`src/bdfs_pkg.sv`:
```
`timescale 1ns / 1ps
// bdfs_pkg: constants, register indexes and sequencer step codes
// for the beat-driven frame selector; no dependencies
package bdfs_pkg;

  // default level width, unsigned Q4.12 at 16 bits
  localparam int unsigned LEVEL_BITS_DEF = 16;

  // smoothing and weight coefficients, unsigned Q0.16
  localparam logic [15:0] C_085 = 16'd55706;
  localparam logic [15:0] C_015 = 16'd9830;
  localparam logic [15:0] C_080 = 16'd52429;
  localparam logic [15:0] C_020 = 16'd13107;
  localparam logic [15:0] C_050 = 16'd32768;
  localparam logic [15:0] C_030 = 16'd19661;

  // configuration register indexes
  localparam int unsigned CFG_ADDR_W = 3;
  localparam int unsigned CFG_DATA_W = 16;
  localparam logic [CFG_ADDR_W-1:0] REG_BEAT_FLOOR   = 3'd0;
  localparam logic [CFG_ADDR_W-1:0] REG_BEAT_RATIO   = 3'd1;
  localparam logic [CFG_ADDR_W-1:0] REG_HIGH_ENERGY  = 3'd2;
  localparam logic [CFG_ADDR_W-1:0] REG_MED_ENERGY   = 3'd3;
  localparam logic [CFG_ADDR_W-1:0] REG_HOLD_TICKS   = 3'd4;
  localparam logic [CFG_ADDR_W-1:0] REG_IDLE_LIMIT   = 3'd5;

  // register reset values
  localparam logic [15:0] RST_BEAT_FLOOR  = 16'd614;
  localparam logic [9:0]  RST_BEAT_RATIO  = 10'd333;
  localparam logic [15:0] RST_HIGH_ENERGY = 16'd1434;
  localparam logic [15:0] RST_MED_ENERGY  = 16'd614;
  localparam logic [7:0]  RST_HOLD_TICKS  = 8'd6;
  localparam logic [7:0]  RST_IDLE_LIMIT  = 8'd30;

  // sequencer steps: each step before S_DECIDE issues one product, the next one consumes it
  localparam int unsigned STEP_W = 4;
  localparam logic [STEP_W-1:0] S_BAVG_OLD = 4'd0;  // bass_avg * 0.85
  localparam logic [STEP_W-1:0] S_BAVG_NEW = 4'd1;  // bass * 0.15
  localparam logic [STEP_W-1:0] S_EN_BASS  = 4'd2;  // finish bass avg, bass * 0.5
  localparam logic [STEP_W-1:0] S_EN_MID   = 4'd3;  // mid * 0.3
  localparam logic [STEP_W-1:0] S_EN_TREB  = 4'd4;  // treble * 0.2
  localparam logic [STEP_W-1:0] S_EAVG_OLD = 4'd5;  // finish energy, energy_avg * 0.8
  localparam logic [STEP_W-1:0] S_EAVG_NEW = 4'd6;  // energy * 0.2
  localparam logic [STEP_W-1:0] S_THRESH   = 4'd7;  // finish energy avg, bass_avg * ratio
  localparam logic [STEP_W-1:0] S_DECIDE   = 4'd8;  // beat test, frame update

  localparam logic [7:0] IDLE_MAX = 8'd255;

endpackage

```
`src/beat_driven_frame_selector.sv`:
```
`timescale 1ns / 1ps
// beat_driven_frame_selector: top level, one shared multiply-accumulate
// under a nine-step sequencer; depends on bdfs_pkg
//
// Each tick request carries bass, mid and treble levels. The block keeps
// smoothed bass (0.85 old / 0.15 new) and smoothed weighted energy
// (0.5b + 0.3m + 0.2t, then 0.8 old / 0.2 new), flags a beat when bass is
// above both beat_ratio (Q2.8) times the new bass average and beat_floor,
// and steps the animation frame on a beat outside the hold window or when
// the idle count passes idle_limit. Smoothed energy picks the frame set:
// 4..7 above high_energy_level, 0..7 above medium_energy_level, else 0..3.
// All products go through one LEVEL_BITS x 16 multiplier with a registered
// product, followed by one accumulator, so a tick takes nine sequencer steps
// after its accept edge: the block takes no new tick request until the
// current one has finished its last step. The result sits in an output
// register; a new tick is accepted while it still waits, and the sequencer
// only parks in its last step if the previous result has not been taken.
// Configuration is written through a plain write port; write it only while no
// tick is in flight, the block does not enforce this; unused indexes drop writes.
module beat_driven_frame_selector #(
  parameter int unsigned LEVEL_BITS = bdfs_pkg::LEVEL_BITS_DEF
) (
  input  logic                                 clk_i,
  input  logic                                 rst_ni,
  // tick requests
  input  logic                                 s_axis_tvalid,
  output logic                                 s_axis_tready,
  // bass_level, mid_level, treble_level from bit 0 up, zero padded
  input  logic [((3*LEVEL_BITS+7)/8)*8-1:0]    s_axis_tdata,
  // results
  output logic                                 m_axis_tvalid,
  input  logic                                 m_axis_tready,
  // frame_index[2:0], beat_seen[3], frame_changed[4], zero padded
  output logic [7:0]                           m_axis_tdata,
  // configuration writes
  input  logic                                 cfg_we_i,
  input  logic [bdfs_pkg::CFG_ADDR_W-1:0]      cfg_addr_i,
  input  logic [bdfs_pkg::CFG_DATA_W-1:0]      cfg_wdata_i
);
  import bdfs_pkg::*;

  localparam int unsigned PROD_W = LEVEL_BITS + 16;
  localparam int unsigned ACC_W  = LEVEL_BITS + 18;

  // configuration registers
  logic [15:0] beat_floor_q;
  logic [9:0]  beat_ratio_q;
  logic [15:0] high_level_q;
  logic [15:0] med_level_q;
  logic [7:0]  hold_ticks_q;
  logic [7:0]  idle_limit_q;

  always_ff @(posedge clk_i or negedge rst_ni) begin
    if (!rst_ni) begin
      beat_floor_q <= RST_BEAT_FLOOR;
      beat_ratio_q <= RST_BEAT_RATIO;
      high_level_q <= RST_HIGH_ENERGY;
      med_level_q  <= RST_MED_ENERGY;
      hold_ticks_q <= RST_HOLD_TICKS;
      idle_limit_q <= RST_IDLE_LIMIT;
    end else if (cfg_we_i) begin
      unique case (cfg_addr_i)
        REG_BEAT_FLOOR:  beat_floor_q <= cfg_wdata_i;
        REG_BEAT_RATIO:  beat_ratio_q <= cfg_wdata_i[9:0];
        REG_HIGH_ENERGY: high_level_q <= cfg_wdata_i;
        REG_MED_ENERGY:  med_level_q  <= cfg_wdata_i;
        REG_HOLD_TICKS:  hold_ticks_q <= cfg_wdata_i[7:0];
        REG_IDLE_LIMIT:  idle_limit_q <= cfg_wdata_i[7:0];
        default: ;  // unused index, write dropped
      endcase
    end
  end

  // sequencer control
  logic              busy_q;
  logic [STEP_W-1:0] step_q;
  logic              in_acc;
  logic              finish;
  logic              out_free;

  assign s_axis_tready = !busy_q;
  assign in_acc        = s_axis_tvalid && s_axis_tready;
  assign out_free      = !m_axis_tvalid || m_axis_tready;
  // last step completes only when the output register can take the result
  assign finish        = busy_q && (step_q == S_DECIDE) && out_free;

  always_ff @(posedge clk_i or negedge rst_ni) begin
    if (!rst_ni) begin
      busy_q <= 1'b0;
      step_q <= S_BAVG_OLD;
    end else if (in_acc) begin
      busy_q <= 1'b1;
      step_q <= S_BAVG_OLD;
    end else if (finish) begin
      busy_q <= 1'b0;
      step_q <= S_BAVG_OLD;
    end else if (busy_q && step_q != S_DECIDE) begin
      step_q <= step_q + STEP_W'(1);
    end
  end

  // captured tick levels, payload only
  logic [LEVEL_BITS-1:0] bass_q, mid_q, treble_q;

  always_ff @(posedge clk_i) begin
    if (in_acc) begin
      bass_q   <= s_axis_tdata[LEVEL_BITS-1:0];
      mid_q    <= s_axis_tdata[2*LEVEL_BITS-1:LEVEL_BITS];
      treble_q <= s_axis_tdata[3*LEVEL_BITS-1:2*LEVEL_BITS];
    end
  end

  // tick state
  logic [2:0]            frame_q;
  logic [7:0]            hold_q;
  logic [7:0]            idle_q;
  logic [LEVEL_BITS-1:0] bavg_q;
  logic [LEVEL_BITS-1:0] eavg_q;
  logic [LEVEL_BITS-1:0] energy_q;

  // shared multiplier: operand select per step
  logic [LEVEL_BITS-1:0] mul_a;
  logic [15:0]           mul_b;
  logic [PROD_W-1:0]     prod_q;
  logic [ACC_W-1:0]      acc_q;
  logic [ACC_W-1:0]      sum;
  logic [LEVEL_BITS-1:0] sum_sat;

  always_comb begin
    unique case (step_q)
      S_BAVG_OLD: begin mul_a = bavg_q;   mul_b = C_085; end
      S_BAVG_NEW: begin mul_a = bass_q;   mul_b = C_015; end
      S_EN_BASS:  begin mul_a = bass_q;   mul_b = C_050; end
      S_EN_MID:   begin mul_a = mid_q;    mul_b = C_030; end
      S_EN_TREB:  begin mul_a = treble_q; mul_b = C_020; end
      S_EAVG_OLD: begin mul_a = eavg_q;   mul_b = C_080; end
      S_EAVG_NEW: begin mul_a = energy_q; mul_b = C_020; end
      S_THRESH:   begin mul_a = bavg_q;   mul_b = {6'd0, beat_ratio_q}; end
      default:    begin mul_a = bavg_q;   mul_b = '0; end
    endcase
  end

  // weighted sum, shift by 16, saturate at full scale
  assign sum     = acc_q + ACC_W'(prod_q);
  assign sum_sat = (|sum[ACC_W-1:LEVEL_BITS+16]) ? {LEVEL_BITS{1'b1}}
                                                  : sum[LEVEL_BITS+15:16];

  always_ff @(posedge clk_i) begin
    if (busy_q && step_q != S_DECIDE) begin
      prod_q <= PROD_W'(mul_a) * PROD_W'(mul_b);
    end
  end

  // accumulator: first product of a sum loads, later ones add
  always_ff @(posedge clk_i) begin
    if (busy_q) begin
      unique case (step_q) inside
        S_BAVG_NEW, S_EN_MID, S_EAVG_NEW: acc_q <= ACC_W'(prod_q);
        S_EN_TREB:                        acc_q <= sum;
        default: ;
      endcase
    end
  end

  // beat test and frame decision
  logic [PROD_W-1:0] thresh;
  logic              beat;
  logic [7:0]        hold_dec;
  logic [7:0]        idle_inc;
  logic              change;
  logic [2:0]        frame_nxt;

  assign thresh   = prod_q >> 8;
  assign beat     = (PROD_W'(bass_q) > thresh) && (PROD_W'(bass_q) > PROD_W'(beat_floor_q));
  assign hold_dec = (hold_q != 8'd0) ? hold_q - 8'd1 : hold_q;
  assign idle_inc = (idle_q != IDLE_MAX) ? idle_q + 8'd1 : idle_q;
  assign change   = (beat && hold_dec == 8'd0) || (idle_inc > idle_limit_q);

  always_comb begin
    if (PROD_W'(eavg_q) > PROD_W'(high_level_q)) begin
      // high energy: stay within frames 4..7
      frame_nxt = frame_q[2] ? {1'b1, frame_q[1:0] + 2'd1} : 3'd4;
    end else if (PROD_W'(eavg_q) > PROD_W'(med_level_q)) begin
      frame_nxt = frame_q + 3'd1;
    end else begin
      // low energy: stay within frames 0..3
      frame_nxt = frame_q[2] ? 3'd0 : {1'b0, frame_q[1:0] + 2'd1};
    end
  end

  always_ff @(posedge clk_i or negedge rst_ni) begin
    if (!rst_ni) begin
      frame_q  <= '0;
      hold_q   <= '0;
      idle_q   <= '0;
      bavg_q   <= '0;
      eavg_q   <= '0;
      energy_q <= '0;
    end else if (busy_q) begin
      unique case (step_q)
        S_EN_BASS:  bavg_q   <= sum_sat;
        S_EAVG_OLD: energy_q <= sum_sat;
        S_THRESH:   eavg_q   <= sum_sat;
        S_DECIDE: begin
          if (finish) begin
            if (change) begin
              frame_q <= frame_nxt;
              idle_q  <= '0;
              hold_q  <= hold_ticks_q;
            end else begin
              idle_q  <= idle_inc;
              hold_q  <= hold_dec;
            end
          end
        end
        default: ;
      endcase
    end
  end

  // output register
  logic       out_valid_q;
  logic [2:0] out_frame_q;
  logic       out_beat_q;
  logic       out_change_q;

  always_ff @(posedge clk_i or negedge rst_ni) begin
    if (!rst_ni) begin
      out_valid_q <= 1'b0;
    end else if (finish) begin
      out_valid_q <= 1'b1;
    end else if (m_axis_tready) begin
      out_valid_q <= 1'b0;
    end
  end

  always_ff @(posedge clk_i) begin
    if (finish) begin
      out_frame_q  <= change ? frame_nxt : frame_q;
      out_beat_q   <= beat;
      out_change_q <= change;
    end
  end

  assign m_axis_tvalid = out_valid_q;
  assign m_axis_tdata  = {3'd0, out_change_q, out_beat_q, out_frame_q};

  // checks
  a_step_range: assert property (@(posedge clk_i) disable iff (!rst_ni)
    step_q <= S_DECIDE)
    else $error("sequencer step out of range");

  a_accept_starts: assert property (@(posedge clk_i) disable iff (!rst_ni)
    in_acc |=> busy_q && step_q == S_BAVG_OLD)
    else $error("accepted tick did not start the sequencer");

  a_out_from_finish: assert property (@(posedge clk_i) disable iff (!rst_ni)
    $rose(out_valid_q) |-> $past(finish))
    else $error("result shown without a finished tick");

  a_hold_reload: assert property (@(posedge clk_i) disable iff (!rst_ni)
    (finish && change) |=> hold_q == $past(hold_ticks_q) && idle_q == 8'd0)
    else $error("hold or idle not reloaded on a frame change");

  a_high_set: assert property (@(posedge clk_i) disable iff (!rst_ni)
    (finish && change && PROD_W'(eavg_q) > PROD_W'(high_level_q)) |=> frame_q[2])
    else $error("high energy change left the upper frame set");

endmodule

```
`config.mk`:
```
export PLATFORM = sky130hd
export DESIGN_NAME = beat_driven_frame_selector
export DESIGN_NICKNAME = d
export VERILOG_FILES = /design/src/bdfs_pkg.sv /design/src/beat_driven_frame_selector.sv
export SDC_FILE = /design/constraint.sdc
export NUM_CORES = 1
export LEC_CHECK = 0
export BUFFER_PORTS_ARGS = -buffer_cell sky130_fd_sc_hd__buf_2
export CAP_MARGIN = 30
export CORE_MARGIN = 5
export CORE_UTILIZATION = 55
export DETAILED_ROUTE_END_ITERATION = 7
export PLACE_DENSITY_LB_ADDON = 0.2
export REMOVE_ABC_BUFFERS = 1
export SYNTH_ARGS = -nofsm -noshare
export SYNTH_HDL_FRONTEND = slang
export SYNTH_SLANG_ARGS = --single-unit
```
`constraint.sdc`:
```
create_clock -name clk_i -period 15.9 [get_ports clk_i]
set_input_delay 0 -clock clk_i [delete_from_list [all_inputs] [get_ports clk_i]]
set_output_delay 0 -clock clk_i [all_outputs]
set_load 0.03 [all_outputs]
```
==> results of run 1 <==
## cell usage after synthesis, types with 4 or more instances
master	count	area, sq um
clkbuf_1	79	297
o21ai_0	112	561
xnor2_1	39	342
a21boi_0	4	30.0
mux2i_1	17	170
and2_1	12	75.1
a22oi_1	11	82.6
dfrtp_1	120	3000
xor2_1	22	193
edfxtp_1	119	3570
ha_1	218	2730
nor4_1	12	75.1
buf_2	5	25.0
a21oi_2	5	43.8
inv_1	340	1280
nor2_1	228	856
o21a_1	18	135
or2_2	15	93.8
a211o_1	9	78.8
o211ai_1	7	52.6
a21oi_1	98	490
fa_1	193	3860
a221o_1	15	150
a21o_1	63	473
o22a_1	4	35.0
dfstp_2	27	709
o31ai_1	10	75.1
a31oi_1	59	369
o21bai_1	10	75.1
nand2b_1	11	68.8
o22ai_1	7	43.8
nor3_1	35	175
a211oi_1	11	82.6
nand3_1	19	95.1
mux2_2	47	529
nand4_1	30	188
or4_1	5	37.5
buf_4	8	60.1
a22o_1	12	105
or3_1	8	50.1
o41ai_1	5	43.8
and3_1	16	100
nand2_1	254	953
nor2b_1	10	62.6
## sequential cells by signal (all words and copies together) (netlist names), 3 cells and up
signal	count
acc_q	34
bass_q	16
bavg_q	16
beat_floor_q	16
beat_ratio_q	10
eavg_q	16
energy_q	16
frame_q	3
high_level_q	16
hold_q	8
hold_ticks_q	8
idle_limit_q	8
idle_q	8
med_level_q	16
mid_q	16
out_frame_q	3
prod_q	32
step_q	4
treble_q	16
## area by class of cell
cell class              instances  area, sq um
fillers                      3458        15900
multi-input cells            1705        14100
flip-flops and latches        266         7290
repair buffers                182         1450
inverters                     342         1280
clock buffers                  38          738
well taps                     539          674
clock inverters                14          140
## cell usage in the layout (no fill, tap or decap), types with 11 or more instances in the layout
cell,synthesis,layout
a21oi_1,98,95
mux2i_1,17,17
nor4_1,12,11
buf_2,5,78
nand4_1,30,30
and3_1,16,16
dfrtp_1,120,120
dlygate4sd3_1,0,76
nor2_1,228,226
a22o_1,12,12
or2_2,15,15
a22oi_1,11,11
and2_1,12,12
nand3_1,19,19
xor2_1,22,22
inv_1,340,340
clkbuf_16,0,29
fa_1,193,193
o21a_1,18,18
a211oi_1,11,11
nand2_1,254,254
a221o_1,15,15
nor3_1,35,34
o21ai_0,112,112
a31oi_1,59,58
ha_1,218,218
dfstp_2,27,27
mux2_2,47,47
edfxtp_1,119,119
buf_4,8,19
xnor2_1,39,39
a21o_1,63,63
nand2b_1,11,11
## worst min path at each step
stage / startpoint / end / slack [ns] / depth (start not counted)
after floorplan: rst_ni / bavg_q[0] / -0.30 / 0
after CTS: rst_ni / frame_q[2] / 0.03 / 2
after detailed placement: rst_ni / frame_q[1] / 0.05 / 1
final: rst_ni / frame_q[1] / 0.002 / 2
after global placement: rst_ni / frame_q[2] / 0.04 / 1
after global routing: rst_ni / frame_q[1] / 0.04 / 2
## critical path: stages, from the launching register on
cell	delay (ns)
dfrtp_1	0.59
nor2_1	0.42
and2_1	0.72
or4_1	0.87
mux2i_1	0.30
a21oi_2	0.57
nand2_1	0.17
fa_1	0.54
fa_1	0.52
inv_1	0.05
fa_1	0.47
fa_1	0.52
fa_1	0.62
inv_1	0.08
fa_1	0.55
inv_1	0.05
ha_1	0.40
nand3_1	0.17
nor3_1	0.19
nand3_1	0.14
a31oi_1	0.33
a311o_1	0.35
and4b_1	0.22
nor3_1	0.05
## through the flow
| step | util (%) | instance area [sq um] | worst slack [ns] | cells | hold WS, ns |
|---|---|---|---|---|---|
| floorplan | - | 22600 | 7.26 | 2313 | -0.296 |
| global placement | 57.4 | 23900 | 6.75 | 2948 | 0.0423 |
| detailed placement | 57.6 | 24000 | 6.60 | 2955 | 0.0476 |
| CTS | 61.5 | 25600 | 6.57 | 3083 | 0.0271 |
| global route | 61.7 | 25700 | 6.22 | 3086 | 0.0441 |
| finish | 61.7 | 25700 | 6.76 | 3086 | 0.00174 |
## metal layers
layer  part of all wire (%)  global-route usage, %  vias up
li1                       -                      -     8424
met1                     41                   39.0     9152
met2                     46                   46.2      832
met3                    8.7                   5.15      170
met4                    4.5                   10.6        0
met5                      0                      0        -
## cell families after synthesis
logic type               count (synthesis)  synth area share [%]
AND/OR/NAND/NOR                        664                  12.6
other                                    1                0.0163
flip-flops                             266                  31.6
adder cells (fa/ha/maj)                411                  28.6
multiplexers                            64                  3.04
XOR/XNOR                                61                  2.32
AO/OA/AOI/OAI                          502                  14.4
buffers and inverters                  439                  7.37
==> reports/metrics.cfg, run 1 <==
[outcome]
status=finished clean

[worst_setup_path]
crit_path_end_kind=flop
critical_path_class=reg -> reg
worstSetupStartpoint=step_q[3]
cp_max_fo=20
reg2reg_from=step_q[3]
required_ns=16.21
reg2reg_slack_ns=6.76
critPathCapture=prod_q[31]
critPathLaunchType=flop
r2r_end=prod_q[31]
cp_data_arrival_time_ns=9.45
rr_worst_depth=23

[placement]
gp_congestion=0.973
portBuffers=78
hpwl_um=51000

[logic_synthesis]
synth_ff_type=dfrtp_1
synth-seq-cells=266
netlist_instances=2408
synth_enable_flop_cells=119
async_reset_ff_share_pct=55.3
yosysWarnings=0
syn_area_sq_mm=0.0230
synthDistinctLibCells=79
seq_area_frac_synth_pct=31.6
syn_area_per_cell_sq_um=9.57

[timing]
fmax_ghz=0.109
slew_headroom_pct=26.2
final_hold_viol_count=0
setup_viol=0
min_period_ns=9.14
finClkSkew_ns=0.0121
rsz0062_at_grt=no
tns_ns=0
tightest_slew_ns=1.10
finalCritPeriodShare_pct=57.5
drv_slew=0

[floorplanning]
die_h_um=215
fp-row-count=75
pin_count=82
core_area_sq_mm=0.0417
dieArea_sq_mm=0.0461
start_util_pct=55.3
die_x_um=215

[global_routing]
grt_max_degree=78
track_usage_pct=28.6
grt_first_pass_wirelength_um=105000
overflow=0
grt_antenna_before_repair=0
grt_pass1_vias=18700

[clocking]
numCtsBuffers=28
cts-hold-fix-buffers=76
cts-root-buf=clkbuf_16
clk_latency_ns=0.57
clk_pin_slew_ns=0.06
h-tree-depth=1
ctsLongestPathBuffers=3
cts_tree=yes
cts-resized-gates=0
cts_sinks=266
cts_setup_buffers=0

[cells_and_area]
nets=3008
layout-drive-gt1-share_pct=10.2
antennaDiodeCount=0
syn_to_final_growth_pct=11.6

[detailed_routing]
wire_per_inst_um=21.5
vias=18600
ant_nets=0
drc_errors=0
drt_wl_total_um=66300
drt_iter0_drc=1827
viasPerCell=6.02
first_pass_iters=5

[min_path]
min_path_type=in -> async

[flow_run]
max_cap_viol_count=0

Power of run 1 is not shown: default switching activity piles up to over one toggle a cycle in this logic, so the estimate is an artifact.
==> run 2: changes to the inputs <==
--- a/config.mk
+++ b/config.mk
@@ -5,6 +5,7 @@
 export SDC_FILE = /design/constraint.sdc
 export NUM_CORES = 1
 export LEC_CHECK = 0
+export ABC_AREA = 1
 export BUFFER_PORTS_ARGS = -buffer_cell sky130_fd_sc_hd__buf_2
 export CAP_MARGIN = 30
 export CORE_MARGIN = 5
==> constraint.sdc (replaced) <==
create_clock -name clk_i -period 8.3 [get_ports clk_i]
set_input_delay 0 -clock clk_i [delete_from_list [all_inputs] [get_ports clk_i]]
set_output_delay 0 -clock clk_i [all_outputs]
set_load 0.03 [all_outputs]
==> run 2 against run 1 <==
Compared with the run above: the run now ends with hold timing left; clock skew grew 0.010 ns; routed wire length is 8.6% higher; first-iteration DRC count increased by 5.1%; critical endpoint is now prod_q[29]; highest routed layer unchanged.
==> reports/metrics.cfg, run 2 <==
[worst_setup_path]
cp_data_arrival_time_ns=8.19  ; -1.26 ns
cp_slowest_cell=fa_1
crit_path_end_kind=flop
required_ns=8.62  ; -7.59 ns
critPathLaunchType=flop
slowest_delay_ns=0.63  ; -0.24 ns
rr_worst_depth=29  ; +26%
critical_path_class=reg -> reg
cp_max_fo=12  ; -40%

[logic_synthesis]
netlist_top_cells_area=fa_1 (16%), edfxtp_1 (15%), dfrtp_1 (13%), nand2_1 (12%), ha_1 (11%)
netlist_instances=2901  ; +20%
synth-seq-cells=266  ; unchanged
synth_top_cell_by_area=fa_1
synth.area.mux_share_pct=0  ; -3.0 points
synthSimpleGateAreaFrac_pct=21.1  ; +8.5 points
synthDistinctLibCells=51  ; -35%
synth_compound_area_share_pct=9.12  ; -5.3 points
syn_area_sq_mm=0.0238  ; +3.5%
synth_ff_type=dfrtp_1
seq_area_frac_synth_pct=30.6  ; -1.1 points
synth_enable_flop_cells=119  ; unchanged
synth_top_family_by_area=adder cells
synth-xor-area-share_pct=1.62  ; -0.70 points
ys_top_cells_by_count=nand2_1 (759), inv_1 (500), nor2_1 (244)
syn_area_per_cell_sq_um=8.22  ; -14%
yosysWarnings=0  ; unchanged
yosys.area.top_type_share_pct=16.2  ; -0.56 points
yosysMostFrequentCell=nand2_1
async_reset_ff_share_pct=55.3  ; unchanged
yosys.area_share.adder_pct=27.6  ; -0.96 points

[clocking]
ctsLongestPathBuffers=3  ; unchanged
clk_latency_ns=0.59  ; +0.02 ns
h-tree-depth=1  ; unchanged
numCtsBuffers=30  ; +7.1%
cts_tree=yes
cts_sinks=266  ; unchanged
clk_pin_slew_ns=0.06  ; about the same
cts-root-buf=clkbuf_16

[cells_and_area]
final_common_cell=nand2_1
antennaDiodeCount=0  ; unchanged
syn_to_final_growth_pct=11.7  ; about the same
reg.largest.list=acc_q: 34 flops, prod_q: 32 flops
largest_register_ffs=34  ; unchanged
nets=3527  ; +17%
layout-drive-gt1-share_pct=9.29  ; -0.92 points
nFillCells=3780  ; +9.3%
final_cell_mix=nand2_1 (759), inv_1 (499), nor2_1 (242)
largest-register=acc_q

[timing]
fin_hold_ws_ns=-0.0101  ; -0.0119 ns
timing.final.ws_setup_ns=0.433  ; -6.33 ns
setup_viol=0  ; unchanged
min_period_ns=7.87  ; -1.27 ns
tns_ns=0  ; unchanged
fmax_ghz=0.127  ; +16%
slew_headroom_pct=30.5  ; +4.3 points
rsz0062_at_grt=no
finClkSkew_ns=0.0221  ; +0.00999 ns
tightest_slew_ns=1.04  ; -0.0638 ns
finalCritPeriodShare_pct=94.8  ; +37 points
drv_slew=0  ; unchanged
final_hold_viol_count=8  ; +8

[detailed_routing]
drc_errors=0  ; unchanged
drt_wl_total_um=72000  ; +8.6%
first_pass_iters=5  ; unchanged
viasPerCell=5.53  ; -8.2%
vias=20200  ; +8.7%
ant_nets=0  ; unchanged
drt_iter0_drc=1921  ; +5.1%
wire_per_inst_um=19.7  ; -8.3%

[outcome]
status=finished, violations left
violations=hold timing

[placement]
hpwl_um=56900  ; +12%
gp_congestion=0.998  ; +2.6%
pre_cts_ws_ns=0.437  ; -6.16 ns
portBuffers=78  ; unchanged

[global_routing]
overflow=0  ; unchanged
grt_pass1_vias=20500  ; +9.7%
grt_max_degree=76  ; -2.6%
grt_first_pass_wirelength_um=113000  ; +7.6%
grt_antenna_before_repair=1  ; +1
track_usage_pct=30.5  ; +1.9 points

[floorplanning]
die_x_um=218  ; +1.6%
dieArea_sq_mm=0.0476  ; +3.3%
fp-row-count=76  ; +1.3%
die_h_um=218  ; +1.6%
start_util_pct=55.5  ; +0.17 points
pin_count=82  ; unchanged
core_area_sq_mm=0.0430  ; +3.2%

[flow_run]
max_cap_viol_count=0  ; unchanged

[min_path]
min_path_type=in -> async

run 2: cells by family (layout without fill, tap and decap cells):
logic type / after synthesis / count (layout)
compound gates: 381 / 381
simple gates: 1197 / 1197
other cells: 1 / 3
fa+ha+maj: 411 / 411
xor+xnor: 44 / 44
buf+inv: 601 / 766
flops: 266 / 266
run 2: final timing paths:
check | from | endpoint | slack [ns]
setup reg to reg | step_q[0] | prod_q[29] | 0.43
setup / recovery | step_q[0] | prod_q[29] | 0.43
min in group clk_i | cfg_addr_i[0] | hold_ticks_q[1] | 0.03
hold reg to reg | energy_q[5] | energy_q[5] | 0.48
hold / removal | rst_ni | high_level_q[14] | -0.01
max in group asynchronous | rst_ni | med_level_q[9] | 7.31
run 2: cell type report:
type                            count  area (sq um)  area share (%)
Clock buffer                       44           886            3.33
Multi-Input combinational cell   2036         14200            53.4
Sequential cell                   266          7290            27.4
Tap cell                          585           732            2.75
Inverter                          535          2010            7.55
Timing Repair Buffer              175          1340            5.04
Clock inverter                     12           164           0.615
run 2: what timing repair did:
item,CTS,global route
setup buffers,0,0
hold endpoints to repair,203,0
endpoints found under the setup margin,0,1
hold buffers,67,0
resized for setup,0,2
run 2: critical path, delay by kind of cell, from the launching register on:
kind                       cells  cell delay [ns]
adders and majority gates      8             3.73
AOI/OAI and AO/OA              6             1.69
buffers and inverters          8             1.02
and+or+nand+nor                7             0.75
DFF                            1             0.40
run 2: through the flow:
step | hold slack, ns | cell area [sq um] | util (%) | instances
2_1_floorplan | -0.296 | 23500 | - | 2837
4_1_cts | 0.00303 | 26600 | 61.8 | 3651
3_5_place_dp | 0.0518 | 24900 | 57.8 | 3528
3_3_place_gp | 0.0548 | 24800 | 57.8 | 3526
6_report | -0.0101 | 26600 | 62.0 | 3653
5_1_grt | 0.0716 | 26600 | 62.0 | 3653
run 2: metal layers:
| metal | share of wire, % | global-route usage (%) | vias up | routed length (um) |
|---|---|---|---|---|
| li1 | - | - | 9452 | - |
| met3 | 7.5 | 4.85 | 161 | 5410 |
| met2 | 47 | 51.1 | 786 | 33900 |
| met4 | 4.4 | 11.5 | 0 | 3170 |
| met1 | 41 | 40.3 | 9789 | 29600 |
| met5 | 0 | 0 | - | 0 |
Power of run 2 is left out for the same reason.
==> run 3: changes to the inputs <==
--- a/config.mk
+++ b/config.mk
@@ -5,7 +5,6 @@
 export SDC_FILE = /design/constraint.sdc
 export NUM_CORES = 1
 export LEC_CHECK = 0
-export ABC_AREA = 1
 export BUFFER_PORTS_ARGS = -buffer_cell sky130_fd_sc_hd__buf_2
 export CAP_MARGIN = 30
 export CORE_MARGIN = 5
==> run 3 against run 2 <==
Compared with the run above: the run still ends with hold timing left; non-clock buffer count rose by 55; global-route usage fell by 1.6 points; sequential share of layout area is 0.41 points higher; die area decreased by 3.2%; worst setup slack got worse by 0.12 ns; count of clock-buffer cells in the layout fell by 6; register-to-register slack worse by 0.12 ns.
==> reports/metrics.cfg, run 3 (same netlist as run 1, synthesis figures left out) <==
[timing]
drv_slew=0  ; unchanged
tns_ns=0  ; unchanged
finClkSkew_ns=0.0234  ; +0.00131 ns
fmax_ghz=0.125  ; -1.5%
setup_viol=0  ; unchanged
final_hold_viol_count=2  ; -6
min_period_ns=7.99  ; +0.118 ns
tightest_slew_ns=0.986  ; -0.0531 ns
finalCritPeriodShare_pct=96.2  ; +1.4 points
timing.final.ws_setup_ns=0.315  ; -0.118 ns
fin_hold_ws_ns=-0.0167  ; -0.00653 ns
slew_headroom_pct=34.1  ; +3.6 points

[worst_setup_path]
cp_max_fo=20  ; +8
critical-path-top-delay-family=adder cells
cp_data_arrival_time_ns=8.28  ; +0.09 ns
slowest_delay_ns=0.56  ; -0.07 ns
reg2reg_slack_ns=0.31  ; -0.12 ns
critical_path_class=reg -> reg
r2r_end=prod_q[30]
crit_path_end_kind=flop
rr_worst_depth=28  ; -3.4%
reg2reg_from=step_q[0]
crit_top_cell=fa_1
critPathLaunchType=flop
required_ns=8.59  ; -0.03 ns
cp_slowest_cell=fa_1
crit_buf_inv=8  ; unchanged

[detailed_routing]
ant_nets=0  ; unchanged
drt_iter0_drc=1777  ; -7.5%
drc_errors=0  ; unchanged
first_pass_iters=5  ; unchanged
viasPerCell=5.99  ; +8.3%
wire_per_inst_um=21.5  ; +9.1%
vias=18800  ; -7.1%
drt_wl_total_um=67400  ; -6.4%

[outcome]
status=finished, violations left
violations=hold timing

[cells_and_area]
final_common_cell=inv_1
final_cell_mix=inv_1 (340), nand2_1 (254), nor2_1 (225)
reg.largest.list=acc_q: 34 flops, prod_q: 32 flops
nets=3056  ; -13%
utilization_pct=63.0  ; +1.0 points
layout-drive-gt1-share_pct=12.9  ; +3.6 points
largest-register=acc_q
nFillCells=3485  ; -7.8%
syn_to_final_growth_pct=13.9
largest_register_ffs=34  ; unchanged
antennaDiodeCount=0  ; unchanged

[placement]
hpwl_um=52500  ; -7.6%
gp_congestion=0.960  ; -3.8%
pre_cts_ws_ns=0.156  ; -0.281 ns
portBuffers=78  ; unchanged

[clocking]
cts_sinks=266  ; unchanged
numCtsBuffers=28  ; -6.7%
clk_pin_slew_ns=0.06  ; about the same
h-tree-depth=1  ; unchanged
cts_tree=yes
cts-root-buf=clkbuf_16
ctsLongestPathBuffers=3  ; unchanged
clk_latency_ns=0.57  ; -0.02 ns

[global_routing]
track_usage_pct=29.0  ; -1.6 points
grt_first_pass_wirelength_um=105000  ; -6.9%
overflow=0  ; unchanged
grt_max_degree=68  ; -11%
grt_pass1_vias=18800  ; -7.9%
grt_antenna_before_repair=2  ; +1

[floorplanning]
die_h_um=215  ; -1.6%
core_area_sq_mm=0.0417  ; -3.1%
fp-row-count=75  ; -1.3%
dieArea_sq_mm=0.0461  ; -3.2%
die_x_um=215  ; -1.6%
start_util_pct=55.3  ; -0.17 points
pin_count=82  ; unchanged

[flow_run]
max_cap_viol_count=0  ; unchanged

[min_path]
min_path_type=in -> async

run 3: metrics by stage:
| stage | instances | instance area [sq um] |
|---|---|---|
| finish | 3134 | 26200 |
| global route | 3134 | 26200 |
| CTS | 3126 | 26000 |
| detailed placement | 3001 | 24300 |
| global placement | 2995 | 24300 |
| floorplan | 2313 | 22600 |
run 3: per-layer routing:
metal | up-vias | global-route usage (%) | part of all wire [%]
met4 | 0 | 11.1 | 4.3
met3 | 161 | 4.21 | 7.9
li1 | 8536 | - | -
met1 | 9209 | 38.6 | 40
met2 | 852 | 48.4 | 47
met5 | - | 0 | 0
run 3: final cells by class:
type / count / area, sq um / share of cell area, %
multi-input combinational: 1705 / 14300 / 54.3
sequential: 266 / 7290 / 27.8
timing repair buffer: 230 / 1780 / 6.79
inverter: 342 / 1280 / 4.89
clock buffer: 38 / 802 / 3.06
tap: 539 / 674 / 2.57
clock inverter: 14 / 161 / 0.615
run 3: worst max path at each step:
| stage | startpoint | endpoint | cells after the start |
|---|---|---|---|
| global route | step_q[1] | prod_q[30] | 28 |
| finish | step_q[0] | prod_q[30] | 28 |
| floorplan | step_q[2] | prod_q[30] | 25 |
| detailed placement | step_q[0] | prod_q[31] | 26 |
| global placement | step_q[0] | prod_q[25] | 26 |
| CTS | step_q[0] | prod_q[31] | 26 |
run 3: worst register-to-register path, delay by kind of cell (launching register included):
kind,cells,cell delay (ns)
adder cells (fa/ha/maj),8,3.64
AO/OA/AOI/OAI,6,1.37
AND/OR/NAND/NOR,4,0.93
buffers and inverters,8,0.91
flip-flops,1,0.41
multiplexers,1,0.32
XOR/XNOR,1,0.16
run 3: timing repair:
action	CTS	global route
endpoints found under the setup margin	0	11
endpoints found under the hold margin	200	0
hold buffers	73	0
gates resized for setup	0	34
setup buffers	0	7
Power of run 3 is left out for the same reason.
